## config.mk

```make
export PLATFORM = sky130hd
export DESIGN_NAME = two_color_attribute_cell_encoder
export DESIGN_NICKNAME = d
export VERILOG_FILES = /design/src/hw/rtl/tce_pkg.sv /design/src/hw/rtl/tce_hist.sv /design/src/hw/rtl/two_color_attribute_cell_encoder.sv
export SDC_FILE = /design/constraint.sdc
export NUM_CORES = 1
export LEC_CHECK = 0
export BUFFER_PORTS_ARGS = -buffer_cell sky130_fd_sc_hd__buf_2
export CAP_MARGIN = 20
export CORE_ASPECT_RATIO = 0.7
export CORE_UTILIZATION = 35
export DETAILED_ROUTE_END_ITERATION = 10
export HOLD_SLACK_MARGIN = 0.06
export PLACE_DENSITY_LB_ADDON = 0.2
export SLEW_MARGIN = 10
export SYNTH_ARGS = -nofsm -noshare
export SYNTH_HDL_FRONTEND = slang
export SYNTH_SLANG_ARGS = --single-unit
```

## constraint.sdc

```tcl
create_clock -name i_clk -period 15.55 [get_ports i_clk]
set_input_delay 0.7775 -clock i_clk [delete_from_list [all_inputs] [get_ports i_clk]]
set_output_delay 0.7775 -clock i_clk [all_outputs]
set_load 0.01 [all_outputs]
```

## src/hw/rtl/tce_pkg.sv

```systemverilog
package tce_pkg;

    localparam int NumPix    = 8;
    localparam int NumColors = 16;
    localparam int ColorW    = 4;
    localparam int CntW      = $clog2(NumPix + 1);
    localparam int KeyW      = CntW + ColorW;
    localparam int TreeLvls  = $clog2(NumColors);

    typedef logic [ColorW-1:0]                 t_color;
    typedef logic [CntW-1:0]                   t_cnt;
    typedef logic [KeyW-1:0]                   t_key;
    typedef logic [NumPix-1:0][ColorW-1:0]     t_pix_vec;
    typedef logic [NumColors-1:0][CntW-1:0]    t_cnt_vec;
    typedef logic [NumColors-1:0][KeyW-1:0]    t_key_vec;

    // balanced max tree; keys carry the index so no two are equal
    function automatic t_key max_key(t_key_vec keys);
        t_key_vec w;
        w = keys;
        for (int lvl = 0; lvl < TreeLvls; lvl++) begin
            for (int j = 0; j < NumColors / 2; j++) begin
                if (j < (NumColors >> (lvl + 1))) begin
                    w[j] = (w[2*j] >= w[2*j+1]) ? w[2*j] : w[2*j+1];
                end
            end
        end
        return w[0];
    endfunction

endpackage

```

## src/hw/rtl/tce_hist.sv

```systemverilog
module tce_hist (
    input  tce_pkg::t_pix_vec i_pix,
    output tce_pkg::t_cnt_vec o_counts
);

    // one small popcount per color
    always_comb begin
        for (int c = 0; c < tce_pkg::NumColors; c++) begin
            o_counts[c] = '0;
            for (int i = 0; i < tce_pkg::NumPix; i++) begin
                if (i_pix[i] == tce_pkg::ColorW'(c)) begin
                    o_counts[c] = o_counts[c] + tce_pkg::CntW'(1);
                end
            end
        end
    end

endmodule

```

## src/hw/rtl/two_color_attribute_cell_encoder.sv

```systemverilog
// channel   direction  handshake                   payload
// in        input      i_in_valid / o_in_ready     i_pix0 .. i_pix7 (4 bits each)
// out       output     o_out_valid / i_out_ready   o_pattern, o_ink_color, o_paper_color
//
// one cell per cycle sustained while the output is not stalled
// four register ranks: input, color counts, ink choice, result
// synchronous active-low reset clears the valid bits only
// a stall on the output backs up stage by stage; bubbles are squeezed out
module two_color_attribute_cell_encoder (
    input  logic       i_clk,
    input  logic       i_rst_n,
    input  logic       i_in_valid,
    output logic       o_in_ready,
    input  logic [3:0] i_pix0,
    input  logic [3:0] i_pix1,
    input  logic [3:0] i_pix2,
    input  logic [3:0] i_pix3,
    input  logic [3:0] i_pix4,
    input  logic [3:0] i_pix5,
    input  logic [3:0] i_pix6,
    input  logic [3:0] i_pix7,
    output logic       o_out_valid,
    input  logic       i_out_ready,
    output logic [7:0] o_pattern,
    output logic [3:0] o_ink_color,
    output logic [3:0] o_paper_color
);

    logic                       r_s1_valid;
    tce_pkg::t_pix_vec          r_s1_pix;
    logic                       r_s2_valid;
    tce_pkg::t_pix_vec          r_s2_pix;
    tce_pkg::t_cnt_vec          r_s2_cnt;
    logic                       r_s3_valid;
    tce_pkg::t_pix_vec          r_s3_pix;
    tce_pkg::t_cnt_vec          r_s3_cnt;
    tce_pkg::t_color            r_s3_ink;
    logic                       r_out_valid;
    logic [tce_pkg::NumPix-1:0] r_pattern;
    tce_pkg::t_color            r_ink;
    tce_pkg::t_color            r_paper;

    logic                       s1_ld, s2_ld, s3_ld, out_ld;
    tce_pkg::t_pix_vec          in_pix;
    tce_pkg::t_cnt_vec          cnt;
    tce_pkg::t_key_vec          ink_keys, paper_keys;
    tce_pkg::t_key              ink_best, paper_best;
    tce_pkg::t_color            n_s3_ink;
    tce_pkg::t_color            n_paper;
    logic [tce_pkg::NumPix-1:0] n_pattern;

    assign in_pix = {i_pix7, i_pix6, i_pix5, i_pix4, i_pix3, i_pix2, i_pix1, i_pix0};

    assign out_ld = !r_out_valid || i_out_ready;
    assign s3_ld  = !r_s3_valid || out_ld;
    assign s2_ld  = !r_s2_valid || s3_ld;
    assign s1_ld  = !r_s1_valid || s2_ld;
    assign o_in_ready = s1_ld;

    tce_hist u_hist (
        .i_pix    (r_s1_pix),
        .o_counts (cnt)
    );

    // ink: highest count among non-zero colors, higher index wins a tie
    always_comb begin
        for (int c = 0; c < tce_pkg::NumColors; c++) begin
            ink_keys[c] = {(c == 0) ? tce_pkg::t_cnt'(0) : r_s2_cnt[c], tce_pkg::ColorW'(c)};
        end
        ink_best = tce_pkg::max_key(ink_keys);
        if (ink_best[tce_pkg::KeyW-1 -: tce_pkg::CntW] == '0) begin
            n_s3_ink = '0;
        end else begin
            n_s3_ink = ink_best[tce_pkg::ColorW-1:0];
        end
    end

    // paper: highest count among the rest, lower index wins a tie (inverted index)
    always_comb begin
        for (int c = 0; c < tce_pkg::NumColors; c++) begin
            paper_keys[c] = {(r_s3_ink == tce_pkg::ColorW'(c)) ? tce_pkg::t_cnt'(0) : r_s3_cnt[c],
                             ~tce_pkg::ColorW'(c)};
        end
        paper_best = tce_pkg::max_key(paper_keys);
        if (r_s3_ink == '0 || paper_best[tce_pkg::KeyW-1 -: tce_pkg::CntW] == '0) begin
            n_paper = '0;
        end else begin
            n_paper = ~paper_best[tce_pkg::ColorW-1:0];
        end
        for (int i = 0; i < tce_pkg::NumPix; i++) begin
            n_pattern[tce_pkg::NumPix-1-i] = (r_s3_ink != '0) && (r_s3_pix[i] != n_paper);
        end
    end

    always_ff @(posedge i_clk) begin
        if (!i_rst_n) begin
            r_s1_valid  <= 1'b0;
            r_s2_valid  <= 1'b0;
            r_s3_valid  <= 1'b0;
            r_out_valid <= 1'b0;
        end else begin
            if (s1_ld)  r_s1_valid  <= i_in_valid;
            if (s2_ld)  r_s2_valid  <= r_s1_valid;
            if (s3_ld)  r_s3_valid  <= r_s2_valid;
            if (out_ld) r_out_valid <= r_s3_valid;
        end
    end

    always_ff @(posedge i_clk) begin
        if (s1_ld && i_in_valid) begin
            r_s1_pix <= in_pix;
        end
        if (s2_ld && r_s1_valid) begin
            r_s2_pix <= r_s1_pix;
            r_s2_cnt <= cnt;
        end
        if (s3_ld && r_s2_valid) begin
            r_s3_pix <= r_s2_pix;
            r_s3_cnt <= r_s2_cnt;
            r_s3_ink <= n_s3_ink;
        end
        if (out_ld && r_s3_valid) begin
            r_pattern <= n_pattern;
            r_ink     <= r_s3_ink;
            r_paper   <= n_paper;
        end
    end

    assign o_out_valid   = r_out_valid;
    assign o_pattern     = r_pattern;
    assign o_ink_color   = r_ink;
    assign o_paper_color = r_paper;

endmodule

```

# [Yosys cells after proc, flatten, opt, wreduce, memory -nomap -nowiden]
# Cells that the tools add are included.
[totals] in_bits=36 regBits=248
[op_classes] magnitude_cmp=30 eq_ne=143 bitwise_logic=1 addsub=112 n_reduce_logical=33 muxes=175
[op_table] cell="two-way mux 4 bit" n=129
[op_table] cell="adder 4 x 1 -> 4 bit (second input constant)" n=96
[op_table] cell="equality test 4 bit (second input constant)" n=72
[op_table] cell="two-way mux 8 bit" n=30
[op_table] cell=">= comparator 8 bit" n=29
[op_table] cell="equality test 4 x 3 -> 1 bit (second input constant)" n=36
[op_table] cell="equality test 4 x 2 -> 1 bit (second input constant)" n=18
[op_table] cell="zero test 4 bit" n=11
[op_table] cell="equality test 4 x 1 -> 1 bit (second input constant)" n=9
[op_table] cell="adder 1 x 1 -> 2 bit (second input constant)" n=16
[op_table] cell="!= test 4 bit" n=8
[op_table] cell="two-way mux 1 bit" n=16
[op_table] cell="logical AND 1 bit" n=12
[op_table] cell=">= comparator 1 x 8 -> 1 bit (first input constant)" n=1
[op_table] cell="logical OR 1 bit" n=5
[op_table] cell="zero test 1 bit" n=4
[op_table] cell="NOT 4 bit" n=1
[op_table] cell="nonzero test 4 bit" n=1

# [Depth between registers and ports, before layout]
# Gate-level depths: netlist of run 1.
[depth] depth_word=16 ltp_mapped=37

# [Modules after synthesis]
# A second synthesis of run 1 with hierarchy kept.
[hier_totals] hier_cells=2365 area_unflattened_um2=22781.8
[by_module_without_submodules] mod="two_color_attribute_cell_encoder" seq_area_each_um2=7407.1 n_inst=1 cells_per_inst=1025 area_each_um2=12904.9
[by_module_without_submodules] mod="tce_hist" seq_area_each_um2=0.0 n_inst=1 cells_per_inst=1340 area_each_um2=9877.0

# [Least setup slack after synthesis of run 1]
# OpenSTA, ideal clock, no wires.
[synth_path] path_kind="in2reg" from="in i_out_ready" to="reg r_s2_cnt, in the netlist ink_keys[100] (enable)" slack_ps=6827 setup_ps=697 path_stages=3 n_path_buf=0 arrival_time_ps=8027 cell_sequence="nor2b_1 and2_0 a21boi_0"
[synth_via] elab_chain_len=4
[synth_lines] item="start, declared" line_no="two_color_attribute_cell_encoder.sv:23" rtl="input logic i_out_ready,"
[synth_lines] item="logical OR 1 bit" line_no="two_color_attribute_cell_encoder.sv:54" rtl="assign out_ld = !r_out_valid || i_out_ready;"
[synth_lines] item="logical OR 1 bit" line_no="two_color_attribute_cell_encoder.sv:55" rtl="assign s3_ld = !r_s3_valid || out_ld;"
[synth_lines] item="logical OR 1 bit" line_no="two_color_attribute_cell_encoder.sv:56" rtl="assign s2_ld = !r_s2_valid || s3_ld;"
[synth_lines] item="logical AND 1 bit" line_no="two_color_attribute_cell_encoder.sv:113" rtl="if (s2_ld && r_s1_valid) begin"
[synth_lines] item="end signal, assigned" line_no="two_color_attribute_cell_encoder.sv:115" rtl="r_s2_cnt <= cnt;"
[synth_lines] item="end, declared" line_no="two_color_attribute_cell_encoder.sv:33" rtl="tce_pkg::t_cnt_vec r_s2_cnt;"
# Every way passes these cells.
# A chain may end at the register's enable or synchronous reset.

# [Final worst setup path of run 1]
[layout_path] from="reg r_s3_ink[1]" to="reg r_pattern, in the netlist o_pattern[5], data pin"
[layout_via] elab_chain_len=15 elab_cells_between_ends=69
[layout_lines] item="start, declared" line_no="two_color_attribute_cell_encoder.sv:37" rtl="tce_pkg::t_color r_s3_ink;"
[layout_lines] item="start signal, assigned" line_no="two_color_attribute_cell_encoder.sv:120" rtl="r_s3_ink <= n_s3_ink;"
[layout_lines] item="equality test 4 x 1 -> 1 bit (tied with other cells)" line_no="two_color_attribute_cell_encoder.sv:81" rtl="paper_keys[c] = {(r_s3_ink == tce_pkg::ColorW'(c)) ? tce_pkg::t_cnt'(0) : r_s3_cnt[c],"
[layout_lines] item="two-way mux 4 bit" line_no="two_color_attribute_cell_encoder.sv:81"
[layout_lines] item=">= comparator 8 bit" line_no="tce_pkg.sv:24" rtl="w[j] = (w[2*j] >= w[2*j+1]) ? w[2*j] : w[2*j+1];"
[layout_lines] item="two-way mux 8 bit" line_no="tce_pkg.sv:24"
[layout_lines] item=">= comparator 8 bit" line_no="tce_pkg.sv:24"
[layout_lines] item="two-way mux 8 bit" line_no="tce_pkg.sv:24"
[layout_lines] item=">= comparator 8 bit" line_no="tce_pkg.sv:24"
[layout_lines] item="two-way mux 8 bit" line_no="tce_pkg.sv:24"
[layout_lines] item=">= comparator 8 bit" line_no="tce_pkg.sv:24"
[layout_lines] item="two-way mux 8 bit" line_no="tce_pkg.sv:24"
[layout_lines] item="zero test 4 bit" line_no="two_color_attribute_cell_encoder.sv:85" rtl="if (r_s3_ink == '0 || paper_best[tce_pkg::KeyW-1 -: tce_pkg::CntW] == '0) begin"
[layout_lines] item="logical OR 1 bit" line_no="two_color_attribute_cell_encoder.sv:85"
[layout_lines] item="two-way mux 4 bit" line_no="two_color_attribute_cell_encoder.sv:85"
[layout_lines] item="!= test 4 bit" line_no="two_color_attribute_cell_encoder.sv:91" rtl="n_pattern[tce_pkg::NumPix-1-i] = (r_s3_ink != '0) && (r_s3_pix[i] != n_paper);"
[layout_lines] item="logical AND 1 bit (*)" line_no="two_color_attribute_cell_encoder.sv:91"
[layout_lines] item="net n_pattern (one bit)" line_no="two_color_attribute_cell_encoder.sv:50" rtl="logic [tce_pkg::NumPix-1:0] n_pattern;"
[layout_lines] item="end signal, assigned" line_no="two_color_attribute_cell_encoder.sv:123" rtl="r_pattern <= n_pattern;"
[layout_lines] item="end, declared" line_no="two_color_attribute_cell_encoder.sv:39" rtl="logic [tce_pkg::NumPix-1:0] r_pattern;"
# The timed path passes the listed nets; every way through them passes the cells marked *.

==> results.py, run 1 <==
metrics = {
    "synth": {
        "yosysTopAreaCell": "edfxtp_1",
        "syn_avg_cell_area_sq_um": 9.80,
        "syn-cell-area_sq_um": 19600,
        "yosysWarnings": 0,
        "ys_seq_area_share_pct": 37.7,
        "async_reset_ff_share_pct": 0,
        "ys_ff_latch": 248,
        "synth_cell_types": 87,
        "synth.top_cell.area_share_pct": 37.3,
        "netlist_instances": 2003,
        "synth_fp_nets": 2265,
        "synth_area_leaders": "edfxtp_1 (37%), ha_1 (14%), xnor2_1 (6.7%), xor2_1 (5.3%), nand2_1 (4.7%)",
        "ys_dominant_reg_cell": "edfxtp_1",
        "synth_edf_count": 244,
    },
    "clock_network": {
        "numCtsBuffers": 25,
        "clkSinkCount": 248,
        "cts.repair.resized": 0,
        "hold_buffers": 0,
        "htree_levels": 1,
        "post-cts-setup-buffer-count": 0,
        "cts.path.max_buffers": 3,
        "cts.clk_slew.worst_paths_ps": 70,
        "clk_latency_ps": 570,
        "root_buffer": "clkbuf_16",
        "cts_tree": "done",
    },
    "critical_path": {
        "required_ps": 15830,
        "crit_top_cell": "ha_1",
        "critPathKind": "reg2reg",
        "cp-end-kind": "register",
        "critPathArrivalTime_ps": 7860,
        "critPathMaxFanout": 19,
        "reg2reg_from": "r_s3_ink[1]",
        "critPathMaxStageDelay_ps": 680,
        "startpoint": "r_s3_ink[1]",
        "start_kind": "register",
        "slowest_stage": "edfxtp_1",
    },
    "global_routing": {
        "grt.overflow.total": 0,
        "antenna_found_initial": 0,
        "grt_pass1_vias": 14300,
        "track_usage_pct": 19.0,
        "grt_first_pass_wirelength_um": 83300,
        "grt_max_degree": 65,
    },
    "power_and_ir_drop": {
        "power_density_nw_per_um2": 85.1,
        "irDropWorstVdd_v": 0.0000704,
        "leakage_nw": 9.35,
    },
    "sta": {
        "slew_violations": 0,
        "slew_headroom_pct": 38.3,
        "min_period_over_period_pct": 48.7,
        "setup_viol_count_final": 0,
        "skew_ps": 35.4,
        "fmax_ghz": 0.132,
        "hold_viol": 0,
        "rsz0062_at_grt": "false",
        "fin_crit_ps": 7580,
        "tns_ps": 0,
        "worst_slack_ps": 7970,
        "tightest_slew_ps": 919,
    },
    "floorplan": {
        "rows": 72,
        "ios": 54,
        "initial_core_util_pct": 35.5,
        "die-width_um": 285,
        "dieArea_sq_um": 57000,
        "die_h_um": 200,
        "core_region_area_sq_um": 55300,
    },
    "layout": {
        "fin_nets": 2333,
        "final_area_sq_um": 21700,
        "synthToLayoutAreaGrowth_pct": 10.7,
        "drive_above_1_share_pct": 9.91,
        "antennaDiodeCount": 0,
        "fin_util_pct": 39.3,
        "fin_cells": 2828,
    },
    "placement": {
        "placedCellCount": 2782,
        "numPortBuffers": 53,
        "place_area_sq_um": 20800,
        "routabilityCongestion": 0.910,
        "dpl.hpwl_um": 45100,
        "pre_cts_slack_ps": 8080,
    },
    "routing": {
        "drc": 0,
        "num_vias": 14800,
        "viasPerCell": 5.23,
        "drtIter0Drc": 1015,
        "antenna_left": 0,
        "routed_wl_um": 54800,
        "dr.pass1.iters": 7,
        "post_drt_wl_per_cell_um": 19.4,
    },
    "status": {
        "status": "finished clean",
    },
    "job": {
        "maxCapViolCount": 0,
    },
    "min_path": {
        "min-delay-start": "i_pix2[0]",
        "holdCritPathClass": "in2reg",
    },
}
-- synthesized netlist by cell type, drive strengths merged, types with 15 or more instances --
library cell,instances
mux2,66
ha,226
xnor2,151
mux2i,51
nor2b,22
nand4,23
xor2,119
o22ai,15
a21oi,75
edfxtp,244
nand2b,31
inv,185
o21ai,54
nor3,56
nand2,246
nand3,69
nor2,155
-- registers in the layout, indices dropped and copies added (netlist names), 4 cells and up --
signal,flops
r_s1_pix,32
r_s3_cnt,64
r_s3_pix,32
o_ink_color,4
ink_keys,60
r_s2_pix,32
r_s3_ink,4
r_s2_cnt,4
o_paper_color,4
o_pattern,8
-- per-stage QoR --
stage	total power, W	hold slack, ps
final	0.00185	376
after global routing	0.00194	356
after CTS	0.00186	346
after detailed placement	0.00123	405
after global placement	0.00121	402
after floorplan	0.00111	400
-- cell families after synthesis --
kind of cell	count (synthesis)	synth area share [%]
and+or+nand+nor	674	16.1
xor gates and xnor gates	270	12.1
AOI/OAI and AO/OA	256	9.05
DFF	248	37.7
adders and majority gates	227	14.5
buffers and inverters	211	4.16
muxes	117	6.43
-- worst paths after layout --
check | endpoint | slack [ps] | cells past startpoint
max | o_pattern[5] | 7970 | 30
max reg2reg | o_pattern[5] | 7970 | 30
min reg2reg | r_s3_pix[23] | 420 | 0
min | r_s1_pix[8] | 380 | 1
-- metal layers --
metal | GRT usage (%) | part of all wire (%)
met5 | 0 | 0
met4 | 3.00 | 1.2
met3 | 3.10 | 6.8
met2 | 26.6 | 39
met1 | 30.4 | 53
-- cells in the final DEF, fill, tap and decap left out, types with 53 or more instances in the layout --
cell type	count
nand2_1	246
mux2_2	65
ha_1	226
nor3_1	56
xor2_1	119
inv_1	184
a21oi_1	75
xnor2_1	151
nor2_1	153
nand3_1	69
edfxtp_1	244
buf_2	53
-- where the power goes --
part	internal [W]	switching (W)	leakage (nW)	total [W]
clock	0.000365	0.000268	0.406	0.000633
sequential	0.000766	0.0000389	2.55	0.000805
combinational	0.000160	0.000251	6.40	0.000411
total	0.00129	0.000558	9.35	0.00185
-- layout make-up --
cell class	instances	area [sq um]
clock buffers	29	641
inverters	185	694
flip-flops and latches	248	7410
multi-input cells	1544	11400
well taps	740	926
repair buffers	67	407
fillers	5391	33600
clock inverters	15	200
-- critical path: cells and delay by family (launching register included) --
family	cells	cell delay [ps]
multiplexers	2	430
AO/OA/AOI/OAI	13	3140
XOR/XNOR	1	260
buffers and inverters	3	220
AND/OR/NAND/NOR	7	1490
flip-flops	1	680
adder cells (fa/ha/maj)	4	1080
Power figures use the tool's default switching activity.
==> inputs of run 2 (changes only) <==
==> constraint.sdc (replaced) <==
create_clock -name i_clk -period 6.6 [get_ports i_clk]
set_input_delay 0.33 -clock i_clk [delete_from_list [all_inputs] [get_ports i_clk]]
set_output_delay 0.33 -clock i_clk [all_outputs]
set_load 0.01 [all_outputs]
==> results.py, run 2 (synthesis results as in run 1) <==
metrics = {
    "power_and_ir_drop": {
        "power_density_nw_per_um2": 195,
        "leakage_nw": 10.3,
        "irDropWorstVdd_v": 0.000174,
        "power_w": 0.00464,
    },
    "placement": {
        "routabilityCongestion": 0.881,
        "placedCellCount": 2873,
        "dpl.hpwl_um": 46000,
        "pre_cts_slack_ps": -275,
        "numPortBuffers": 53,
    },
    "critical_path": {
        "start_kind": "register",
        "cp-end-kind": "register",
        "critPathArrivalTime_ps": 6790,
        "critPathMaxFanout": 6,
        "critPathMaxStageDelay_ps": 600,
        "required_ps": 6890,
        "slowest_stage": "or4b_4",
        "cp_top_family": "compound AO/OA/AOI/OAI gates",
        "critPathKind": "reg2reg",
        "cp.buffers_inverters": 3,
    },
    "floorplan": {
        "die-width_um": 285,
        "dieArea_sq_um": 57000,
        "rows": 72,
        "initial_core_util_pct": 35.5,
        "die_h_um": 200,
        "ios": 54,
        "core_region_area_sq_um": 55300,
    },
    "sta": {
        "setup_viol_count_final": 0,
        "fmax_ghz": 0.154,
        "hold_viol": 0,
        "fin_crit_ps": 6500,
        "rsz0062_at_grt": "true",
        "min_period_over_period_pct": 98.4,
        "slew_headroom_pct": 43.6,
        "tns_ps": 0,
        "tightest_slew_ps": 839,
        "slew_violations": 0,
        "worst_slack_ps": 104,
        "skew_ps": 19.1,
    },
    "global_routing": {
        "antenna_found_initial": 0,
        "grt_max_degree": 65,
        "track_usage_pct": 19.5,
        "grt_first_pass_wirelength_um": 85600,
        "grt_pass1_vias": 14800,
        "grt.overflow.total": 0,
    },
    "routing": {
        "dr.pass1.iters": 5,
        "viasPerCell": 5.15,
        "drtIter0Drc": 1191,
        "routed_wl_um": 57200,
        "post_drt_wl_per_cell_um": 19.1,
        "num_vias": 15400,
        "drc": 0,
        "antenna_left": 0,
    },
    "clock_network": {
        "cts.clk_slew.worst_paths_ps": 60,
        "root_buffer": "clkbuf_16",
        "cts_tree": "done",
        "cts.path.max_buffers": 3,
        "clkSinkCount": 248,
        "clk_latency_ps": 560,
        "htree_levels": 1,
        "numCtsBuffers": 26,
    },
    "min_path": {
        "holdCritPathClass": "in2reg",
    },
    "status": {
        "status": "finished clean",
    },
    "layout": {
        "final_cell_mix": "edfxtp_1 (244), nand2_1 (230), ha_1 (218)",
        "antennaDiodeCount": 0,
        "drive_above_1_share_pct": 19.9,
        "layout_commonest_cell": "edfxtp_1",
        "synthToLayoutAreaGrowth_pct": 21.1,
        "fin_nets": 2503,
        "fin_cells": 2999,
        "regMostFlops": "r_s3_cnt",
        "largest_register_ffs": 64,
        "fin_util_pct": 43.0,
        "nFillCells": 5349,
    },
    "job": {
        "maxCapViolCount": 0,
    },
}
run 2: changes by cell type in the layout (fill, tap and decap cells not counted), moves of 10 or more:
cell / previous run / this run
a21oi_2: 0 / 15
dlygate4sd3_1: 0 / 33
o21ai_2: 1 / 12
nand2_1: 246 / 230
nand2_2: 0 / 14
o21ai_0: 46 / 34
buf_4: 11 / 136
nor2_1: 153 / 143
a21oi_1: 75 / 60
run 2: stage by stage:
step / cell area [sq um] / hold WS, ps
floorplan: 19600 / 400
global placement: 21500 / 401
detailed placement: 21500 / 405
CTS: 23000 / 71.6
global route: 23800 / 115
finish: 23800 / 91.1
run 2: worst paths after layout:
kind	from	endpoint	slack (ps)	cells past startpoint
max reg2reg	r_s3_ink[1]	o_pattern[7]	100	31
min reg2reg	r_s2_pix[14]	r_s3_pix[14]	420	0
min	i_in_valid	r_s1_valid	90	3
max	r_s3_ink[1]	o_pattern[7]	100	31
run 2: final cells by class:
| class | instances | area (sq um) | area share, % |
|---|---|---|---|
| Clock inverter | 16 | 228 | 0.958 |
| Inverter | 185 | 694 | 2.92 |
| Timing Repair Buffer | 236 | 1840 | 7.74 |
| Multi-Input combinational cell | 1544 | 12000 | 50.5 |
| Clock buffer | 30 | 666 | 2.80 |
| Tap cell | 740 | 926 | 3.90 |
| Sequential cell | 248 | 7410 | 31.2 |
run 2: repair_timing:
action                     in CTS  in global routing
pin swaps                       4                 27
cloned                          0                  1
hold endpoints to repair       36                  0
gates resized for setup        16                129
hold buffers                   33                  0
buffers inserted               17                 28
setup endpoints to repair       8                 16
run 2: worst reg2reg max path, delay by kind of cell, from the launching register on:
family | cells | cell delay, ps
buf+inv | 3 | 480
compound gates | 17 | 2880
flops | 1 | 530
xor+xnor | 1 | 140
simple gates | 6 | 1320
fa+ha+maj | 4 | 880
run 2: report_power, final:
part | switching [W] | total (W) | leakage [nW] | internal (W)
Combinational | 0.000667 | 0.00119 | 7.32 | 0.000520
Sequential | 0.0000866 | 0.00189 | 2.55 | 0.00181
Clock | 0.000641 | 0.00156 | 0.423 | 0.000921
Total | 0.00139 | 0.00464 | 10.3 | 0.00325
run 2: layer usage:
metal | track usage [%] | up-vias | part of all wire (%)
met3 | 3.17 | 52 | 5.7
met4 | 3.69 | 0 | 1.6
met5 | 0 | - | 0
met1 | 30.8 | 7496 | 52
li1 | - | 7532 | -
met2 | 27.6 | 350 | 40
==> inputs of run 3 (changes only) <==
==> constraint.sdc (replaced) <==
create_clock -name i_clk -period 7.83 [get_ports i_clk]
set_input_delay 0.3915 -clock i_clk [delete_from_list [all_inputs] [get_ports i_clk]]
set_output_delay 0.3915 -clock i_clk [all_outputs]
set_load 0.01 [all_outputs]
==> results.py, run 3 (synthesis results as in run 1) <==
metrics = {
    "placement": {
        "pre_cts_slack_ps": 301,
        "dpl.hpwl_um": 45000,
        "numPortBuffers": 53,
        "routabilityCongestion": 0.909,
        "place_area_sq_um": 20900,
    },
    "routing": {
        "post_drt_wl_per_cell_um": 19.0,
        "drc": 0,
        "antenna_left": 0,
        "viasPerCell": 5.18,
        "num_vias": 14900,
        "dr.pass1.iters": 5,
        "drtIter0Drc": 1160,
        "routed_wl_um": 54700,
    },
    "sta": {
        "fin_hold_ws_ps": 87.4,
        "setup_viol_count_final": 0,
        "slew_violations": 0,
        "hold_viol": 0,
        "skew_ps": 17.7,
        "tns_ps": 0,
        "rsz0062_at_grt": "false",
        "fmax_ghz": 0.139,
        "min_period_over_period_pct": 92.1,
        "worst_slack_ps": 621,
        "tightest_slew_ps": 919,
        "slew_headroom_pct": 38.6,
        "fin_crit_ps": 7210,
    },
    "power_and_ir_drop": {
        "power_density_nw_per_um2": 169,
        "irDropWorstVdd_v": 0.000101,
        "leakage_nw": 9.61,
    },
    "floorplan": {
        "initial_core_util_pct": 35.5,
        "die-width_um": 285,
        "ios": 54,
        "die_h_um": 200,
        "dieArea_sq_um": 57000,
        "core_region_area_sq_um": 55300,
        "rows": 72,
    },
    "layout": {
        "fin_util_pct": 40.3,
        "layout_commonest_cell": "nand2_1",
        "final_cell_mix": "nand2_1 (246), edfxtp_1 (244), ha_1 (226)",
        "fin_nets": 2384,
        "drive_above_1_share_pct": 11.3,
        "regMostFlops": "r_s3_cnt",
        "largest_register_ffs": 64,
        "antennaDiodeCount": 0,
        "synthToLayoutAreaGrowth_pct": 13.5,
        "final_area_sq_um": 22300,
    },
    "clock_network": {
        "cts.path.max_buffers": 3,
        "cts.clk_slew.worst_paths_ps": 60,
        "htree_levels": 1,
        "cts_tree": "done",
        "numCtsBuffers": 26,
        "root_buffer": "clkbuf_16",
        "clkSinkCount": 248,
        "clk_latency_ps": 560,
    },
    "min_path": {
        "holdCritPathClass": "in2reg",
    },
    "global_routing": {
        "grt_pass1_vias": 14400,
        "antenna_found_initial": 5,
        "grt.overflow.total": 0,
        "grt_max_degree": 72,
        "grt_first_pass_wirelength_um": 83600,
        "track_usage_pct": 19.0,
    },
    "critical_path": {
        "required_ps": 8120,
        "crit_top_cell": "a21oi_1",
        "critPathArrivalTime_ps": 7500,
        "critPathKind": "reg2reg",
        "start_kind": "register",
        "rrSetupSlack_ps": 620,
        "critPathMaxStageDelay_ps": 520,
        "critPathMaxFanout": 11,
        "cp-end-kind": "register",
        "slowest_stage": "edfxtp_1",
    },
    "status": {
        "status": "finished clean",
    },
    "job": {
        "maxCapViolCount": 0,
    },
}
-- run 3: cell types whose count changed in the layout (fill, tap and decap cells not counted), sizes merged --
cell,delta
dlygate4sd3,-1
buf,-117
clkinv,+2
clkinvlp,-1
inv,+2
clkbuf,-3
-- run 3: metal layers --
metal	global-route usage (%)	vias to the layer above	routed length [um]
met5	0	-	0
met4	3.90	0	973
met3	3.04	58	3440
met2	27.2	374	22000
met1	29.6	7172	28300
li1	-	7308	-
-- run 3: cell type report --
cell class | instances | area [sq um]
fillers | 5427 | 33000
multi-input cells | 1544 | 11500
flip-flops and latches | 248 | 7410
well taps | 740 | 926
repair buffers | 117 | 846
inverters | 185 | 694
clock buffers | 28 | 658
clock inverters | 19 | 259
-- run 3: timing repair --
| action | in CTS | in global routing |
|---|---|---|
| hold endpoints to repair | 32 | 0 |
| hold buffers | 32 | 0 |
| setup endpoints to repair | 0 | 11 |
| buffers inserted | 0 | 12 |
| resized for setup | 0 | 10 |
-- run 3: critical path: cells and delay by family, from the launching register on --
family / cells / cell delay (ps)
adder cells (fa/ha/maj): 4 / 1010
AND/OR/NAND/NOR: 8 / 1470
flip-flops: 1 / 520
AO/OA/AOI/OAI: 16 / 3150
XOR/XNOR: 1 / 220
buffers and inverters: 1 / 230
multiplexers: 1 / 320
-- run 3: where the power goes --
part           internal, W  total [W]  switching (W)
registers          0.00152    0.00159      0.0000659
logic             0.000337   0.000857       0.000520
clock network     0.000782    0.00133       0.000544
total              0.00264    0.00377        0.00113
-- run 3: stage by stage --
stage | power (W) | std cells
after floorplan | 0.00221 | 2003
after global placement | 0.00242 | 2789
after detailed placement | 0.00244 | 2789
after CTS | 0.00380 | 2868
after global routing | 0.00395 | 2881
final | 0.00377 | 2881
-- run 3: worst paths after layout --
path	cells past startpoint	start	endpoint
worst min-delay path	2	i_rst_n	r_s3_valid
worst min register to register	0	r_s2_pix[27]	r_s3_pix[27]
worst max register to register	31	r_s3_ink[1]	o_pattern[6]
worst max-delay path	31	r_s3_ink[1]	o_pattern[6]
